`src/hw/rtl/rtsm_pkg.sv`:
```
`timescale 1ns / 1ps
// Shared constants, sequencer states and divider request/response types
// for the ride time and mode share tracker. No dependencies.

package rtsm_pkg;

    localparam int TIME_W     = 32;
    localparam int STAMP_W    = (TIME_W < 32) ? TIME_W : 32;
    localparam bit STAMP_WIDE = (TIME_W > 32);

    localparam int MOV_W   = 32;
    localparam int MODE_N  = 3;
    localparam int PCT_W   = 7;
    localparam int NUM_W   = MOV_W + PCT_W;
    localparam int CNT_W   = $clog2(NUM_W + 1);
    localparam int MIN_W   = 17;
    localparam int TRIP_W  = 17;
    localparam int SPEED_W = 8;
    localparam int MODE_W  = 3;
    localparam int STEP_W  = 16;
    localparam int PADDR_W = 2;
    localparam int PDATA_W = 32;

    localparam logic [MOV_W-1:0]   MS_PER_MINUTE  = 32'd60000;
    localparam logic [PCT_W-1:0]   FULL_PERCENT   = 7'd100;
    localparam logic [STEP_W-1:0]  MAX_STEP_RESET = 16'd2000;
    localparam logic [PADDR_W-1:0] ADDR_MAX_STEP  = 2'd0;

    typedef enum logic [3:0] {
        S_IDLE,
        S_MIN_GO,
        S_MIN_WAIT,
        S_ECO_GO,
        S_ECO_WAIT,
        S_NORM_GO,
        S_NORM_WAIT,
        S_SPORT,
        S_DONE
    } seq_state_t;

    typedef struct packed {
        logic             start;
        logic [NUM_W-1:0] dividend;
        logic [MOV_W-1:0] divisor;
    } div_req_t;

    typedef struct packed {
        logic             done;
        logic [NUM_W-1:0] quotient;
    } div_rsp_t;

endpackage

```
`src/hw/rtl/rtsm_div.sv`:
```
`timescale 1ns / 1ps
// Shared radix-2 restoring divider, one quotient bit per cycle.
// Depends on rtsm_pkg for widths and the request/response types.

module rtsm_div (
    input  logic               clk,
    input  logic               rst_n,
    input  rtsm_pkg::div_req_t req,
    output rtsm_pkg::div_rsp_t rsp
);

    logic [rtsm_pkg::MOV_W-1:0] rem_reg, rem_next;
    logic [rtsm_pkg::MOV_W-1:0] dsr_reg, dsr_next;
    logic [rtsm_pkg::NUM_W-1:0] quo_reg, quo_next;
    logic [rtsm_pkg::CNT_W-1:0] cnt_reg, cnt_next;
    logic                       busy_reg, busy_next;
    logic                       done_reg, done_next;
    logic [rtsm_pkg::MOV_W:0]   rem_sh;
    logic [rtsm_pkg::MOV_W:0]   diff;

    always_comb
    begin
        rem_sh    = {rem_reg, quo_reg[rtsm_pkg::NUM_W-1]};
        diff      = rem_sh - {1'b0, dsr_reg};
        rem_next  = rem_reg;
        dsr_next  = dsr_reg;
        quo_next  = quo_reg;
        cnt_next  = cnt_reg;
        busy_next = busy_reg;
        done_next = 1'b0;
        if (req.start)
        begin
            rem_next  = '0;
            dsr_next  = req.divisor;
            quo_next  = req.dividend;
            cnt_next  = rtsm_pkg::CNT_W'(rtsm_pkg::NUM_W);
            busy_next = 1'b1;
        end
        else if (busy_reg)
        begin
            if (!diff[rtsm_pkg::MOV_W])
            begin
                rem_next = diff[rtsm_pkg::MOV_W-1:0];
                quo_next = {quo_reg[rtsm_pkg::NUM_W-2:0], 1'b1};
            end
            else
            begin
                rem_next = rem_sh[rtsm_pkg::MOV_W-1:0];
                quo_next = {quo_reg[rtsm_pkg::NUM_W-2:0], 1'b0};
            end
            cnt_next = cnt_reg - 1'b1;
            if (cnt_reg == rtsm_pkg::CNT_W'(1))
            begin
                busy_next = 1'b0;
                done_next = 1'b1;
            end
        end
    end

    always_ff @(posedge clk or negedge rst_n)
    begin
        if (!rst_n)
        begin
            cnt_reg  <= '0;
            busy_reg <= 1'b0;
            done_reg <= 1'b0;
        end
        else
        begin
            cnt_reg  <= cnt_next;
            busy_reg <= busy_next;
            done_reg <= done_next;
        end
    end

    always_ff @(posedge clk)
    begin
        rem_reg <= rem_next;
        dsr_reg <= dsr_next;
        quo_reg <= quo_next;
    end

    assign rsp.done     = done_reg;
    assign rsp.quotient = quo_reg;

endmodule

```
`src/hw/rtl/rtsm_cfg.sv`:
```
`timescale 1ns / 1ps
// APB-style register port holding the largest counted time step.
// Depends on rtsm_pkg for widths, the register address and its reset value.

module rtsm_cfg (
    input  logic                          clk,
    input  logic                          rst_n,
    input  logic                          psel,
    input  logic                          penable,
    input  logic                          pwrite,
    input  logic [rtsm_pkg::PADDR_W-1:0]  paddr,
    input  logic [rtsm_pkg::PDATA_W-1:0]  pwdata,
    output logic [rtsm_pkg::PDATA_W-1:0]  prdata,
    output logic                          pready,
    output logic [rtsm_pkg::STEP_W-1:0]   max_step
);

    logic [rtsm_pkg::STEP_W-1:0] max_step_reg, max_step_next;
    logic                        hit;

    always_comb
    begin
        hit           = (paddr == rtsm_pkg::ADDR_MAX_STEP);
        max_step_next = max_step_reg;
        if (psel && penable && pwrite && hit)
        begin
            max_step_next = pwdata[rtsm_pkg::STEP_W-1:0];
        end
        prdata = hit ? rtsm_pkg::PDATA_W'(max_step_reg) : '0;
    end

    always_ff @(posedge clk or negedge rst_n)
    begin
        if (!rst_n)
        begin
            max_step_reg <= rtsm_pkg::MAX_STEP_RESET;
        end
        else
        begin
            max_step_reg <= max_step_next;
        end
    end

    assign pready   = 1'b1;
    assign max_step = max_step_reg;

endmodule

```
`src/hw/rtl/ride_time_mode_share_tracker.sv`:
```
`timescale 1ns / 1ps
// Top level of the ride time and mode share tracker: totals, sequencer, result register.
// Depends on rtsm_pkg, rtsm_div and rtsm_cfg.
//
//   Channel   Handshake                   Word
//   config    psel/penable/pwrite/pready  paddr, pwdata, prdata (max_step_ms)
//   sample    in_valid/in_ready           now_ms, trip_tenths_km, speed_kmh, charge_percent, mode
//   result    out_valid/out_ready         ride_minutes ... sport_share, recorded, published
//
// A sample that only repeats the held results skips the divider and goes to the result register.
// A refresh with moving time makes three passes of the shared
// one-bit-per-cycle divider (39 steps each) for minutes, eco share and normal share.
// Reset clears all totals and held results and loads max_step_ms with 2000.
// in_ready is high only while the sequencer is idle; a finished word waits in the result
// register, and a new sample is taken meanwhile but its word is held until that one leaves.

module ride_time_mode_share_tracker (
    input  logic                          clk,
    input  logic                          rst_n,
    input  logic                          psel,
    input  logic                          penable,
    input  logic                          pwrite,
    input  logic [rtsm_pkg::PADDR_W-1:0]  paddr,
    input  logic [rtsm_pkg::PDATA_W-1:0]  pwdata,
    output logic [rtsm_pkg::PDATA_W-1:0]  prdata,
    output logic                          pready,
    input  logic                          in_valid,
    output logic                          in_ready,
    input  logic [31:0]                   now_ms,
    input  logic [rtsm_pkg::TRIP_W-1:0]   trip_tenths_km,
    input  logic [rtsm_pkg::SPEED_W-1:0]  speed_kmh,
    input  logic [rtsm_pkg::PCT_W-1:0]    charge_percent,
    input  logic [rtsm_pkg::MODE_W-1:0]   mode,
    output logic                          out_valid,
    input  logic                          out_ready,
    output logic [rtsm_pkg::MIN_W-1:0]    ride_minutes,
    output logic [rtsm_pkg::PCT_W-1:0]    charge_used,
    output logic [rtsm_pkg::PCT_W-1:0]    eco_share,
    output logic [rtsm_pkg::PCT_W-1:0]    normal_share,
    output logic [rtsm_pkg::PCT_W-1:0]    sport_share,
    output logic                          recorded,
    output logic                          published
);

    function automatic logic [rtsm_pkg::MOV_W-1:0] sat_add(
        input logic [rtsm_pkg::MOV_W-1:0]   a,
        input logic [rtsm_pkg::STAMP_W-1:0] b
    );
        logic [rtsm_pkg::MOV_W:0] sum;
        sum = (rtsm_pkg::MOV_W + 1)'(a) + (rtsm_pkg::MOV_W + 1)'(b);
        return sum[rtsm_pkg::MOV_W] ? '1 : sum[rtsm_pkg::MOV_W-1:0];
    endfunction

    rtsm_pkg::seq_state_t state_reg, state_next;
    rtsm_pkg::div_req_t   div_req;
    rtsm_pkg::div_rsp_t   div_rsp;

    logic [rtsm_pkg::STEP_W-1:0]  max_step;

    logic [rtsm_pkg::STAMP_W-1:0] last_stamp_reg, last_stamp_next;
    logic [rtsm_pkg::TRIP_W-1:0]  last_trip_reg, last_trip_next;
    logic [rtsm_pkg::MOV_W-1:0]   mv_reg, mv_next;
    logic [rtsm_pkg::MOV_W-1:0]   mt_reg [rtsm_pkg::MODE_N];
    logic [rtsm_pkg::MOV_W-1:0]   mt_next [rtsm_pkg::MODE_N];
    logic                         scv_reg, scv_next;
    logic [rtsm_pkg::PCT_W-1:0]   sc_reg, sc_next;
    logic [rtsm_pkg::MIN_W-1:0]   hmin_reg, hmin_next;
    logic [rtsm_pkg::PCT_W-1:0]   hchg_reg, hchg_next;
    logic [rtsm_pkg::PCT_W-1:0]   hsh_reg [rtsm_pkg::MODE_N];
    logic [rtsm_pkg::PCT_W-1:0]   hsh_next [rtsm_pkg::MODE_N];
    logic                         hrec_reg, hrec_next;
    logic                         pub_reg, pub_next;
    logic                         out_valid_reg, out_valid_next;
    logic                         load_out;

    logic [rtsm_pkg::MIN_W-1:0]   o_min_reg;
    logic [rtsm_pkg::PCT_W-1:0]   o_chg_reg, o_eco_reg, o_norm_reg, o_sport_reg;
    logic                         o_rec_reg, o_pub_reg;

    logic                         cleared;
    logic [rtsm_pkg::STAMP_W:0]   stamp_diff;
    logic [rtsm_pkg::STAMP_W-1:0] step;
    logic                         step_ok;
    logic                         moving;
    logic [rtsm_pkg::MOV_W-1:0]   base_mv;
    logic                         base_scv;
    logic [rtsm_pkg::PCT_W-1:0]   base_sc;
    logic [rtsm_pkg::PCT_W:0]     share_sum;
    logic [rtsm_pkg::NUM_W-1:0]   half_mv;

    rtsm_cfg u_cfg (
        .clk      (clk),
        .rst_n    (rst_n),
        .psel     (psel),
        .penable  (penable),
        .pwrite   (pwrite),
        .paddr    (paddr),
        .pwdata   (pwdata),
        .prdata   (prdata),
        .pready   (pready),
        .max_step (max_step)
    );

    rtsm_div u_div (
        .clk   (clk),
        .rst_n (rst_n),
        .req   (div_req),
        .rsp   (div_rsp)
    );

    always_comb
    begin
        cleared    = trip_tenths_km < last_trip_reg;
        stamp_diff = {1'b0, now_ms[rtsm_pkg::STAMP_W-1:0]} - {1'b0, last_stamp_reg};
        step       = stamp_diff[rtsm_pkg::STAMP_W-1:0];
        step_ok    = (step != '0) && (step <= rtsm_pkg::STAMP_W'(max_step))
                     && !(rtsm_pkg::STAMP_WIDE && stamp_diff[rtsm_pkg::STAMP_W]);
        moving     = step_ok && (speed_kmh != '0);
        base_mv    = cleared ? '0 : mv_reg;
        base_scv   = cleared ? 1'b0 : scv_reg;
        base_sc    = cleared ? '0 : sc_reg;
        half_mv    = rtsm_pkg::NUM_W'(mv_reg >> 1);
        share_sum  = {1'b0, hsh_reg[0]} + {1'b0, hsh_reg[1]};

        state_next      = state_reg;
        last_stamp_next = last_stamp_reg;
        last_trip_next  = last_trip_reg;
        mv_next         = mv_reg;
        scv_next        = scv_reg;
        sc_next         = sc_reg;
        hmin_next       = hmin_reg;
        hchg_next       = hchg_reg;
        hrec_next       = hrec_reg;
        pub_next        = pub_reg;
        for (int i = 0; i < rtsm_pkg::MODE_N; i++)
        begin
            mt_next[i]  = mt_reg[i];
            hsh_next[i] = hsh_reg[i];
        end
        out_valid_next   = out_valid_reg && !out_ready;
        load_out         = 1'b0;
        div_req.start    = 1'b0;
        div_req.dividend = rtsm_pkg::NUM_W'(mv_reg);
        div_req.divisor  = rtsm_pkg::MS_PER_MINUTE;

        case (state_reg)
            rtsm_pkg::S_IDLE:
            begin
                if (in_valid)
                begin
                    last_trip_next  = trip_tenths_km;
                    last_stamp_next = now_ms[rtsm_pkg::STAMP_W-1:0];
                    pub_next        = step_ok;
                    scv_next        = base_scv || moving;
                    sc_next         = (moving && !base_scv) ? charge_percent : base_sc;
                    mv_next         = moving ? sat_add(base_mv, step) : base_mv;
                    for (int i = 0; i < rtsm_pkg::MODE_N; i++)
                    begin
                        mt_next[i] = cleared ? '0 : mt_reg[i];
                        if (moving && (mode == rtsm_pkg::MODE_W'(i)))
                        begin
                            mt_next[i] = sat_add(mt_next[i], step);
                        end
                    end
                    if (cleared)
                    begin
                        hmin_next = '0;
                        hchg_next = '0;
                        hrec_next = 1'b0;
                        for (int i = 0; i < rtsm_pkg::MODE_N; i++)
                        begin
                            hsh_next[i] = '0;
                        end
                    end
                    state_next = rtsm_pkg::S_DONE;
                    if (step_ok)
                    begin
                        hrec_next = (mv_next != '0);
                        if (scv_next)
                        begin
                            hchg_next = (sc_next > charge_percent) ?
                                        (sc_next - charge_percent) : '0;
                        end
                        if (mv_next == '0)
                        begin
                            hmin_next = '0;
                            for (int i = 0; i < rtsm_pkg::MODE_N; i++)
                            begin
                                hsh_next[i] = '0;
                            end
                        end
                        else
                        begin
                            state_next = rtsm_pkg::S_MIN_GO;
                        end
                    end
                end
            end
            rtsm_pkg::S_MIN_GO:
            begin
                div_req.start = 1'b1;
                state_next    = rtsm_pkg::S_MIN_WAIT;
            end
            rtsm_pkg::S_MIN_WAIT:
            begin
                if (div_rsp.done)
                begin
                    hmin_next  = div_rsp.quotient[rtsm_pkg::MIN_W-1:0];
                    state_next = rtsm_pkg::S_ECO_GO;
                end
            end
            rtsm_pkg::S_ECO_GO:
            begin
                div_req.start    = 1'b1;
                div_req.dividend = rtsm_pkg::NUM_W'(mt_reg[0])
                                   * rtsm_pkg::NUM_W'(rtsm_pkg::FULL_PERCENT) + half_mv;
                div_req.divisor  = mv_reg;
                state_next       = rtsm_pkg::S_ECO_WAIT;
            end
            rtsm_pkg::S_ECO_WAIT:
            begin
                if (div_rsp.done)
                begin
                    hsh_next[0] = div_rsp.quotient[rtsm_pkg::PCT_W-1:0];
                    state_next  = rtsm_pkg::S_NORM_GO;
                end
            end
            rtsm_pkg::S_NORM_GO:
            begin
                div_req.start    = 1'b1;
                div_req.dividend = rtsm_pkg::NUM_W'(mt_reg[1])
                                   * rtsm_pkg::NUM_W'(rtsm_pkg::FULL_PERCENT) + half_mv;
                div_req.divisor  = mv_reg;
                state_next       = rtsm_pkg::S_NORM_WAIT;
            end
            rtsm_pkg::S_NORM_WAIT:
            begin
                if (div_rsp.done)
                begin
                    hsh_next[1] = div_rsp.quotient[rtsm_pkg::PCT_W-1:0];
                    state_next  = rtsm_pkg::S_SPORT;
                end
            end
            rtsm_pkg::S_SPORT:
            begin
                if (share_sum > (rtsm_pkg::PCT_W + 1)'(rtsm_pkg::FULL_PERCENT))
                begin
                    hsh_next[2] = '0;
                end
                else
                begin
                    hsh_next[2] = rtsm_pkg::PCT_W'(
                        (rtsm_pkg::PCT_W + 1)'(rtsm_pkg::FULL_PERCENT) - share_sum);
                end
                state_next = rtsm_pkg::S_DONE;
            end
            rtsm_pkg::S_DONE:
            begin
                if (!out_valid_reg || out_ready)
                begin
                    load_out       = 1'b1;
                    out_valid_next = 1'b1;
                    state_next     = rtsm_pkg::S_IDLE;
                end
            end
            default:
            begin
                state_next = rtsm_pkg::S_IDLE;
            end
        endcase
    end

    always_ff @(posedge clk or negedge rst_n)
    begin
        if (!rst_n)
        begin
            state_reg      <= rtsm_pkg::S_IDLE;
            last_stamp_reg <= '0;
            last_trip_reg  <= '0;
            mv_reg         <= '0;
            scv_reg        <= 1'b0;
            sc_reg         <= '0;
            hmin_reg       <= '0;
            hchg_reg       <= '0;
            hrec_reg       <= 1'b0;
            pub_reg        <= 1'b0;
            out_valid_reg  <= 1'b0;
            for (int i = 0; i < rtsm_pkg::MODE_N; i++)
            begin
                mt_reg[i]  <= '0;
                hsh_reg[i] <= '0;
            end
        end
        else
        begin
            state_reg      <= state_next;
            last_stamp_reg <= last_stamp_next;
            last_trip_reg  <= last_trip_next;
            mv_reg         <= mv_next;
            scv_reg        <= scv_next;
            sc_reg         <= sc_next;
            hmin_reg       <= hmin_next;
            hchg_reg       <= hchg_next;
            hrec_reg       <= hrec_next;
            pub_reg        <= pub_next;
            out_valid_reg  <= out_valid_next;
            for (int i = 0; i < rtsm_pkg::MODE_N; i++)
            begin
                mt_reg[i]  <= mt_next[i];
                hsh_reg[i] <= hsh_next[i];
            end
        end
    end

    always_ff @(posedge clk)
    begin
        if (load_out)
        begin
            o_min_reg   <= hmin_reg;
            o_chg_reg   <= hchg_reg;
            o_eco_reg   <= hsh_reg[0];
            o_norm_reg  <= hsh_reg[1];
            o_sport_reg <= hsh_reg[2];
            o_rec_reg   <= hrec_reg;
            o_pub_reg   <= pub_reg;
        end
    end

    assign in_ready     = (state_reg == rtsm_pkg::S_IDLE);
    assign out_valid    = out_valid_reg;
    assign ride_minutes = o_min_reg;
    assign charge_used  = o_chg_reg;
    assign eco_share    = o_eco_reg;
    assign normal_share = o_norm_reg;
    assign sport_share  = o_sport_reg;
    assign recorded     = o_rec_reg;
    assign published    = o_pub_reg;

endmodule

```
`config.mk`:
```
export PLATFORM = sky130hd
export DESIGN_NAME = ride_time_mode_share_tracker
export DESIGN_NICKNAME = d
export VERILOG_FILES = /design/src/hw/rtl/rtsm_pkg.sv /design/src/hw/rtl/rtsm_div.sv /design/src/hw/rtl/rtsm_cfg.sv /design/src/hw/rtl/ride_time_mode_share_tracker.sv
export SDC_FILE = /design/constraint.sdc
export NUM_CORES = 2
export LEC_CHECK = 0
export ABC_AREA = 0
export BUFFER_PORTS_ARGS = -buffer_cell sky130_fd_sc_hd__buf_2
export CAP_MARGIN = 20
export CORE_UTILIZATION = 45
export DETAILED_ROUTE_END_ITERATION = 10
export PLACE_DENSITY = 0.61
export SLEW_MARGIN = 20
export SYNTH_ARGS = -nofsm -noshare
export SYNTH_HDL_FRONTEND = slang
export SYNTH_SLANG_ARGS = --single-unit
```
`constraint.sdc`:
```
create_clock -name clk -period 17.6 [get_ports clk]
set_input_delay 1.76 -clock clk [delete_from_list [all_inputs] [get_ports clk]]
set_output_delay 1.76 -clock clk [all_outputs]
set_load 0.01 [all_outputs]
```
---- Word level (Yosys, flattened, before mapping) ----
Index checks and enable logic that the tools add are counted.
storage, ports and cells
  register bits ........................... 379
  bits in latches ......................... 0
  RAM bits ................................ 0
  bits in read-only memories .............. 0
  bits of input ports ..................... 108
  output and inout bits ................... 82
  word-level logic and storage cells ...... 157
  memories kept ........................... 0
operators by class
  add/subtract/negate cells ............... 11
  multiply operators ...................... 2
  divide/modulo/power cells ............... 0
  $lt $le $gt $ge ......................... 4
  equality and inequality tests ........... 15
  shifts and indexed selects .............. 0
  multiplexer cells ....................... 60
  bitwise operators ....................... 0
  reductions and logical operators ........ 35
operator list
  operator                                             number
  2-to-1 mux 32 bit                                    10
  case mux 71 bit (2 select lines)                     1
  adder 32 x 32 -> 33 bit                              3
  2-to-1 mux 17 bit                                    5
  2-to-1 mux 21 bit                                    4
  adder 39 x 31 -> 39 bit                              2
  2-to-1 mux 39 bit                                    2
  multiplier 32 x 5 -> 37 bit, second input constant   2
  nonzero test 32 bit                                  2
  2-to-1 mux 7 bit                                     8
  case mux 7 bit (2 select lines)                      3
  case mux 4 bit (9 select lines)                      1
  case mux 17 bit (2 select lines)                     1
  subtractor 33 x 32 -> 33 bit                         1
  <= comparator 32 x 16 -> 1 bit                       1
  logical NOT 32 bit                                   1
  subtractor 32 bit                                    1
  2-to-1 mux 4 bit                                     7
  < comparator 17 bit                                  1
  equality test 4 x 3 -> 1 bit, second input constant  4
  2-to-1 mux 16 bit                                    1
  2-to-1 mux 1 bit                                     15
  2-to-1 mux 6 bit                                     2
  AND reduction 3 bit                                  4
  24 further kinds                                     45

---- Longest topological paths before layout ----
  word-level depth ........................ 10
  mapped depth ............................ 36
  mapped depth without buffers ............ 36

---- Hierarchy ----
Synthesis repeated with hierarchy kept, for this count alone.
second synthesis, totals
  cell total of the unflattened synthesis .. 4178
  area, all modules ....................... 35223.8 um^2
by module, submodules not included
  module                        times used  cells each  area an instance (um^2)  sequential area each (um^2)
  ride_time_mode_share_tracker  1           3480        27861.7                  6541.3
  rtsm_div                      1           626         6443.7                   2972.9
  rtsm_cfg                      1           72          918.4                    407.9

---- Worst setup path after synthesis ----
Ideal clock, no wire load.
  kind .................................... in2reg
  start point ............................. input trip_tenths_km[8] (netlist bit)
  end point ............................... register hmin_reg[10] (netlist bit)
  setup time .............................. 0.125 ns
  arrival ................................. 8.334 ns
  required time ........................... 17.475 ns
  setup slack ............................. 9.141 ns
  stages .................................. 30
  path buffers ............................ 7
  cells stage by stage .................... ha_1 -> nand4_1 -> nor3_1 -> a211oi_1 -> o41ai_1 -> clkbuf_1 -> clkbuf_1 -> clkbuf_1 -> clkbuf_1 -> clkbuf_1 -> and2_1 -> ha_1 -> inv_1 -> fa_1 -> nand2b_1 -> a21oi_1 -> o2111ai_1 -> a31oi_1 -> a21oi_1 -> o31ai_1 -> a2111oi_0 -> or3_1 -> clkbuf_1 -> nand2_1 -> o311ai_1 -> nor4b_1 -> mux2i_2 -> nor4_4 -> buf_6 -> o21ai_2
on the way
  cells in the longest elaborated chain, start to end .. 10
  elaborated cells on any way between the ends .. 11
  classes of those cells .................. add/sub: 1; order compare: 1; mux: 8; reduce/logical: 1
RTL lines
  what                                RTL line                             RTL
  start, declared                     ride_time_mode_share_tracker.sv:30   input logic [rtsm_pkg::TRIP_W-1:0] trip_tenths_km,
  < comparator 17 bit *               ride_time_mode_share_tracker.sv:113  cleared = trip_tenths_km < last_trip_reg;
  2-to-1 mux 32 bit                   ride_time_mode_share_tracker.sv:119  base_mv = cleared ? '0 : mv_reg;
  adder 32 x 32 -> 33 bit             ride_time_mode_share_tracker.sv:50   sum = (rtsm_pkg::MOV_W + 1)'(a) + (rtsm_pkg::MOV_W + 1)'(b);
  2-to-1 mux 32 bit                   ride_time_mode_share_tracker.sv:51   return sum[rtsm_pkg::MOV_W] ? '1 : sum[rtsm_pkg::MOV_W-1:0];
  2-to-1 mux 32 bit                   ride_time_mode_share_tracker.sv:156  mv_next = moving ? sat_add(base_mv, step) : base_mv;
  logical NOT 32 bit                  ride_time_mode_share_tracker.sv:184  if (mv_next == '0)
  2-to-1 mux 17 bit                   ride_time_mode_share_tracker.sv:184
  2-to-1 mux 17 bit *                 ride_time_mode_share_tracker.sv:176  if (step_ok)
  2-to-1 mux 17 bit *                 ride_time_mode_share_tracker.sv:149  if (in_valid)
  case mux 17 bit (2 select lines) *  ride_time_mode_share_tracker.sv:146  case (state_reg)
  end signal, assigned                ride_time_mode_share_tracker.sv:302  hmin_reg <= hmin_next;
  end, declared                       ride_time_mode_share_tracker.sv:67   logic [rtsm_pkg::MIN_W-1:0] hmin_reg, hmin_next;
Mark *: on every way between the ends. The rest lies on a longest branch, timed or not. The select of a mux whose other input is x is not followed.
A chain may end at the register's enable or synchronous reset.

---- Final worst setup path ----
  start point ............................. input now_ms[0]
  end point ............................... register hchg_reg[4] (netlist bit)
on the way
  cells in the longest elaborated chain, start to end .. 10
  elaborated cells on any way between the ends .. 13
  classes of those cells .................. add/sub: 2; order compare: 2; mux: 4; reduce/logical: 5
RTL lines
  what                                                                   RTL line                                                                  RTL
  start, declared                                                        ride_time_mode_share_tracker.sv:29                                        input logic [31:0] now_ms,
  subtractor 32 bit *                                                    ride_time_mode_share_tracker.sv:114                                       stamp_diff = {1'b0, now_ms[rtsm_pkg::STAMP_W-1:0]} - {1'b0, last_stamp_reg};
  <= comparator 32 x 16 -> 1 bit or nonzero test 32 bit (tied branches)  ride_time_mode_share_tracker.sv:116                                       step_ok = (step != '0) && (step <= rtsm_pkg::STAMP_W'(max_step))
  logical AND 1 bit *                                                    ride_time_mode_share_tracker.sv:116
  logical AND 1 bit                                                      ride_time_mode_share_tracker.sv:118                                       moving = step_ok && (speed_kmh != '0);
  logical AND 1 bit                                                      ride_time_mode_share_tracker.sv:155                                       sc_next = (moving && !base_scv) ? charge_percent : base_sc;
  2-to-1 mux 7 bit                                                       ride_time_mode_share_tracker.sv:155
  subtractor 7 bit or greater-than comparator 7 bit (tied branches)      ride_time_mode_share_tracker.sv:182, ride_time_mode_share_tracker.sv:181
  2-to-1 mux 7 bit                                                       ride_time_mode_share_tracker.sv:181                                       hchg_next = (sc_next > charge_percent) ?
  2-to-1 mux 7 bit                                                       ride_time_mode_share_tracker.sv:179                                       if (scv_next)
  2-to-1 mux 7 bit *                                                     ride_time_mode_share_tracker.sv:176
  end signal, assigned                                                   ride_time_mode_share_tracker.sv:303                                       hchg_reg <= hchg_next;
  end, declared                                                          ride_time_mode_share_tracker.sv:68                                        logic [rtsm_pkg::PCT_W-1:0] hchg_reg, hchg_next;
Mark *: on every way between the ends. The rest lies on a longest branch, timed or not.

==> results by group <==
Outcome
  – Status: finished, final reports clean

Yosys
  – Post-synth EDFFs: 118
  – Syn Std Cell Area: 34,700 sq um
  – Top_reg_cell synth: dfrtp_1
  – Seq/Total Area, Yosys: 28.6%
  – Post-Syn Instances: 4,164
  – Synth Area per Inst: 8.33 sq um
  – Ys async rst share: 60.4%
  – Synth cell types: 107
  – Flops & latches, synth: 379
  – Yosys warns: 0

Power
  – P per Cell Area: 164 nW/um^2
  – Reg power frac: 17.8%
  – Peak supply drop: 0.101 mV
  – Pint: 3.17 mW
  – Total chip power: 6.22 mW
  – Switching pwr: 3.05 mW
  – Sw Ratio: 49.1%
  – Logic pwr share: 66.9%
  – Clock share of power: 15.3%
  – Leakage Power: 18.4 nW

Worst setup path
  – Reg-to-Reg Start: last_stamp_reg[0]
  – WP data arrival: 9.31 ns
  – Worst setup path category: primary input to flip-flop
  – Startpoint types: primary input
  – Worst R2R End: hchg_reg[4]
  – CP required: 18.14 ns
  – Crit path max fanout: 7
  – CP max-delay cell: a21oi_1
  – Cell mode on critical path: a21oi_1
  – Critical path's largest stage delay: 0.55 ns
  – Setup crit end kind: flip-flop
  – Worst reg-to-reg path cell count: 34
  – Flop-to-flop setup slack: 9.75 ns

Detailed routing
  – Vias/cell: 5.47
  – ANT nets after route: 0
  – 1st-pass router iterations: 6
  – Total number of vias: 29.1k
  – DR WL/cell: 17.7 um
  – Drt total wl: 94.5 mm
  – DR DRC count: 0
  – Initial drt markers: 1,712

Floorplanning
  – Die Footprint: 78,200 sq um
  – Die Span X: 280 um
  – Core Region: 76,100 sq um
  – Die Y: 280 um
  – Initial Utilization: 45.6%
  – Rows: 101
  – Top Ports: 190

STA
  – Final period util: 49.8%
  – Min Hold Slack: 0.443 ns
  – Fin Setup TNS: 0 ns
  – Final period demand of the worst path: 8.76 ns
  – Slew at the pin closest to its max-slew limit: 1.02 ns
  – Final Setup Violations: 0
  – Pins Over Slew Limit: 0
  – Unrepaired setup endpoints after global routing: false
  – Max-Slew Margin vs Limit: 31.2%
  – Setup Skew: 0.0286 ns
  – Fin. Hold Viols: 0
  – F_max: 0.114 GHz

Clocking
  – Root Driver: clkbuf_16
  – Worst-skew pair later-pin latency: 0.61 ns
  – Clock Sinks: 379
  – CTS Hold Bufs: 0
  – Reg clk slew, reported paths: 0.06 ns
  – CTS Buffer Depth: 3
  – Htree depth: 2
  – CTS tree: done
  – Post-CTS Resized: 0
  – CTS Buf Count: 45
  – Post-CTS setup buffers: 0

Final layout
  – Most common cell after layout, fill and taps aside: inv_1
  – Most frequent cells in the layout: inv_1 (441), ha_1 (431), nand2_1 (370)
  – Layout cells sized above 1: 8.84%
  – Final antenna diode count: 0
  – Area growth syn-to-layout: 9.32%
  – Max reg flops: 64
  – Nets: 4,861

Worst hold path
  – Hold Crit Start: hchg_reg[6]
  – Hold path endpoint: charge_used[6]
  – Cell depth of the worst hold path: 0
  – Hold WC Path Type: flip-flop to flip-flop

Placed design
  – Post-DP HPWL: 73.7 mm
  – Routability-driven placement congestion ratio: 0.940
  – Buffers on Ports: 156

GRT
  – Gr ovfl total: 0
  – Initial antenna violation count: 3
  – Vias in the first global route: 27.8k
  – Largest net degree at the start of global routing: 147
  – Tot GR Track Use: 24.1%
  – First-pass GRT wire length: 151 mm

Job
  – Max-Cap Viols: 0
[power groups by stage]
stage / Clock, mW / Combinational [mW] / Sequential, mW
final: 0.952 / 4.16 / 1.11
after CTS: 0.973 / 4.13 / 1.11
after global placement: 0 / 4.07 / 1.12
after floorplan: 0 / 2.96 / 1.13
after detailed placement: 0 / 4.10 / 1.12
after global routing: 1.01 / 4.61 / 1.12
[layout make-up]
| type | instances | area, sq um |
|---|---|---|
| clock buffer | 61 | 1260 |
| clock inverter | 23 | 248 |
| fill | 7470 | 38100 |
| inverter | 443 | 1660 |
| multi-input combinational | 3190 | 22400 |
| sequential | 379 | 9920 |
| tap | 1030 | 1290 |
| timing repair buffer | 201 | 1140 |
[worst max-delay path by stage]
stage,startpoint,end
after CTS,now_ms[0],hchg_reg[4]
after detailed placement,now_ms[0],hchg_reg[4]
after global placement,now_ms[0],hchg_reg[4]
after global routing,now_ms[0],hchg_reg[1]
final,now_ms[0],hchg_reg[4]
after floorplan,trip_tenths_km[8],hmin_reg[10]
[kinds of logic (layout without fill, tap and decap cells)]
group,Yosys count,in the layout,share of synthesized area (%)
buffers and inverters,610,728,7.15
adder cells (fa/ha/maj),495,495,19.2
flip-flops,379,379,28.6
AND/OR/NAND/NOR,1256,1256,17.5
multiplexers,23,23,0.685
XOR/XNOR,221,221,5.62
other,2,17,0.0216
AO/OA/AOI/OAI,1178,1178,21.3
[synthesized netlist by cell type (89+ instances only)]
master,number,share of area (%)
inv_1,441,4.8
ha_1,431,16
nand2_1,372,4.0
nor2_1,341,3.7
a21oi_1,339,4.9
o21ai_0,316,4.6
dfrtp_1,223,16
xnor2_1,131,3.3
clkbuf_1,120,1.3
edfxtp_1,118,10
a21o_1,110,2.4
nand3_1,90,1.3
xor2_1,89,2.2
[through the flow]
step	worst slack [ns]	utilization [%]	instance area [sq um]	instances
after floorplan	9.14	-	34800	4179
after global placement	8.21	47.9	36400	5242
after detailed placement	8.17	47.9	36400	5243
after CTS	8.80	49.9	37900	5327
after global routing	8.17	49.9	37900	5327
final	8.84	49.9	37900	5327
[routing by layer]
layer	routed length (um)	global-route usage, %	part of all wire [%]
met5	30	0	0.032
met4	2510	6.99	2.7
met3	4000	2.72	4.2
met2	44200	40.7	47
met1	43800	32.3	46
[worst max-delay path: cells and delay by family]
family                   cells  cell delay [ns]
buffers and inverters        4             0.53
AO/OA/AOI/OAI               19             4.13
adder cells (fa/ha/maj)      4             1.22
XOR/XNOR                     1             0.25
AND/OR/NAND/NOR              8             1.39
Note: power is estimated with default switching activity, not from simulation.
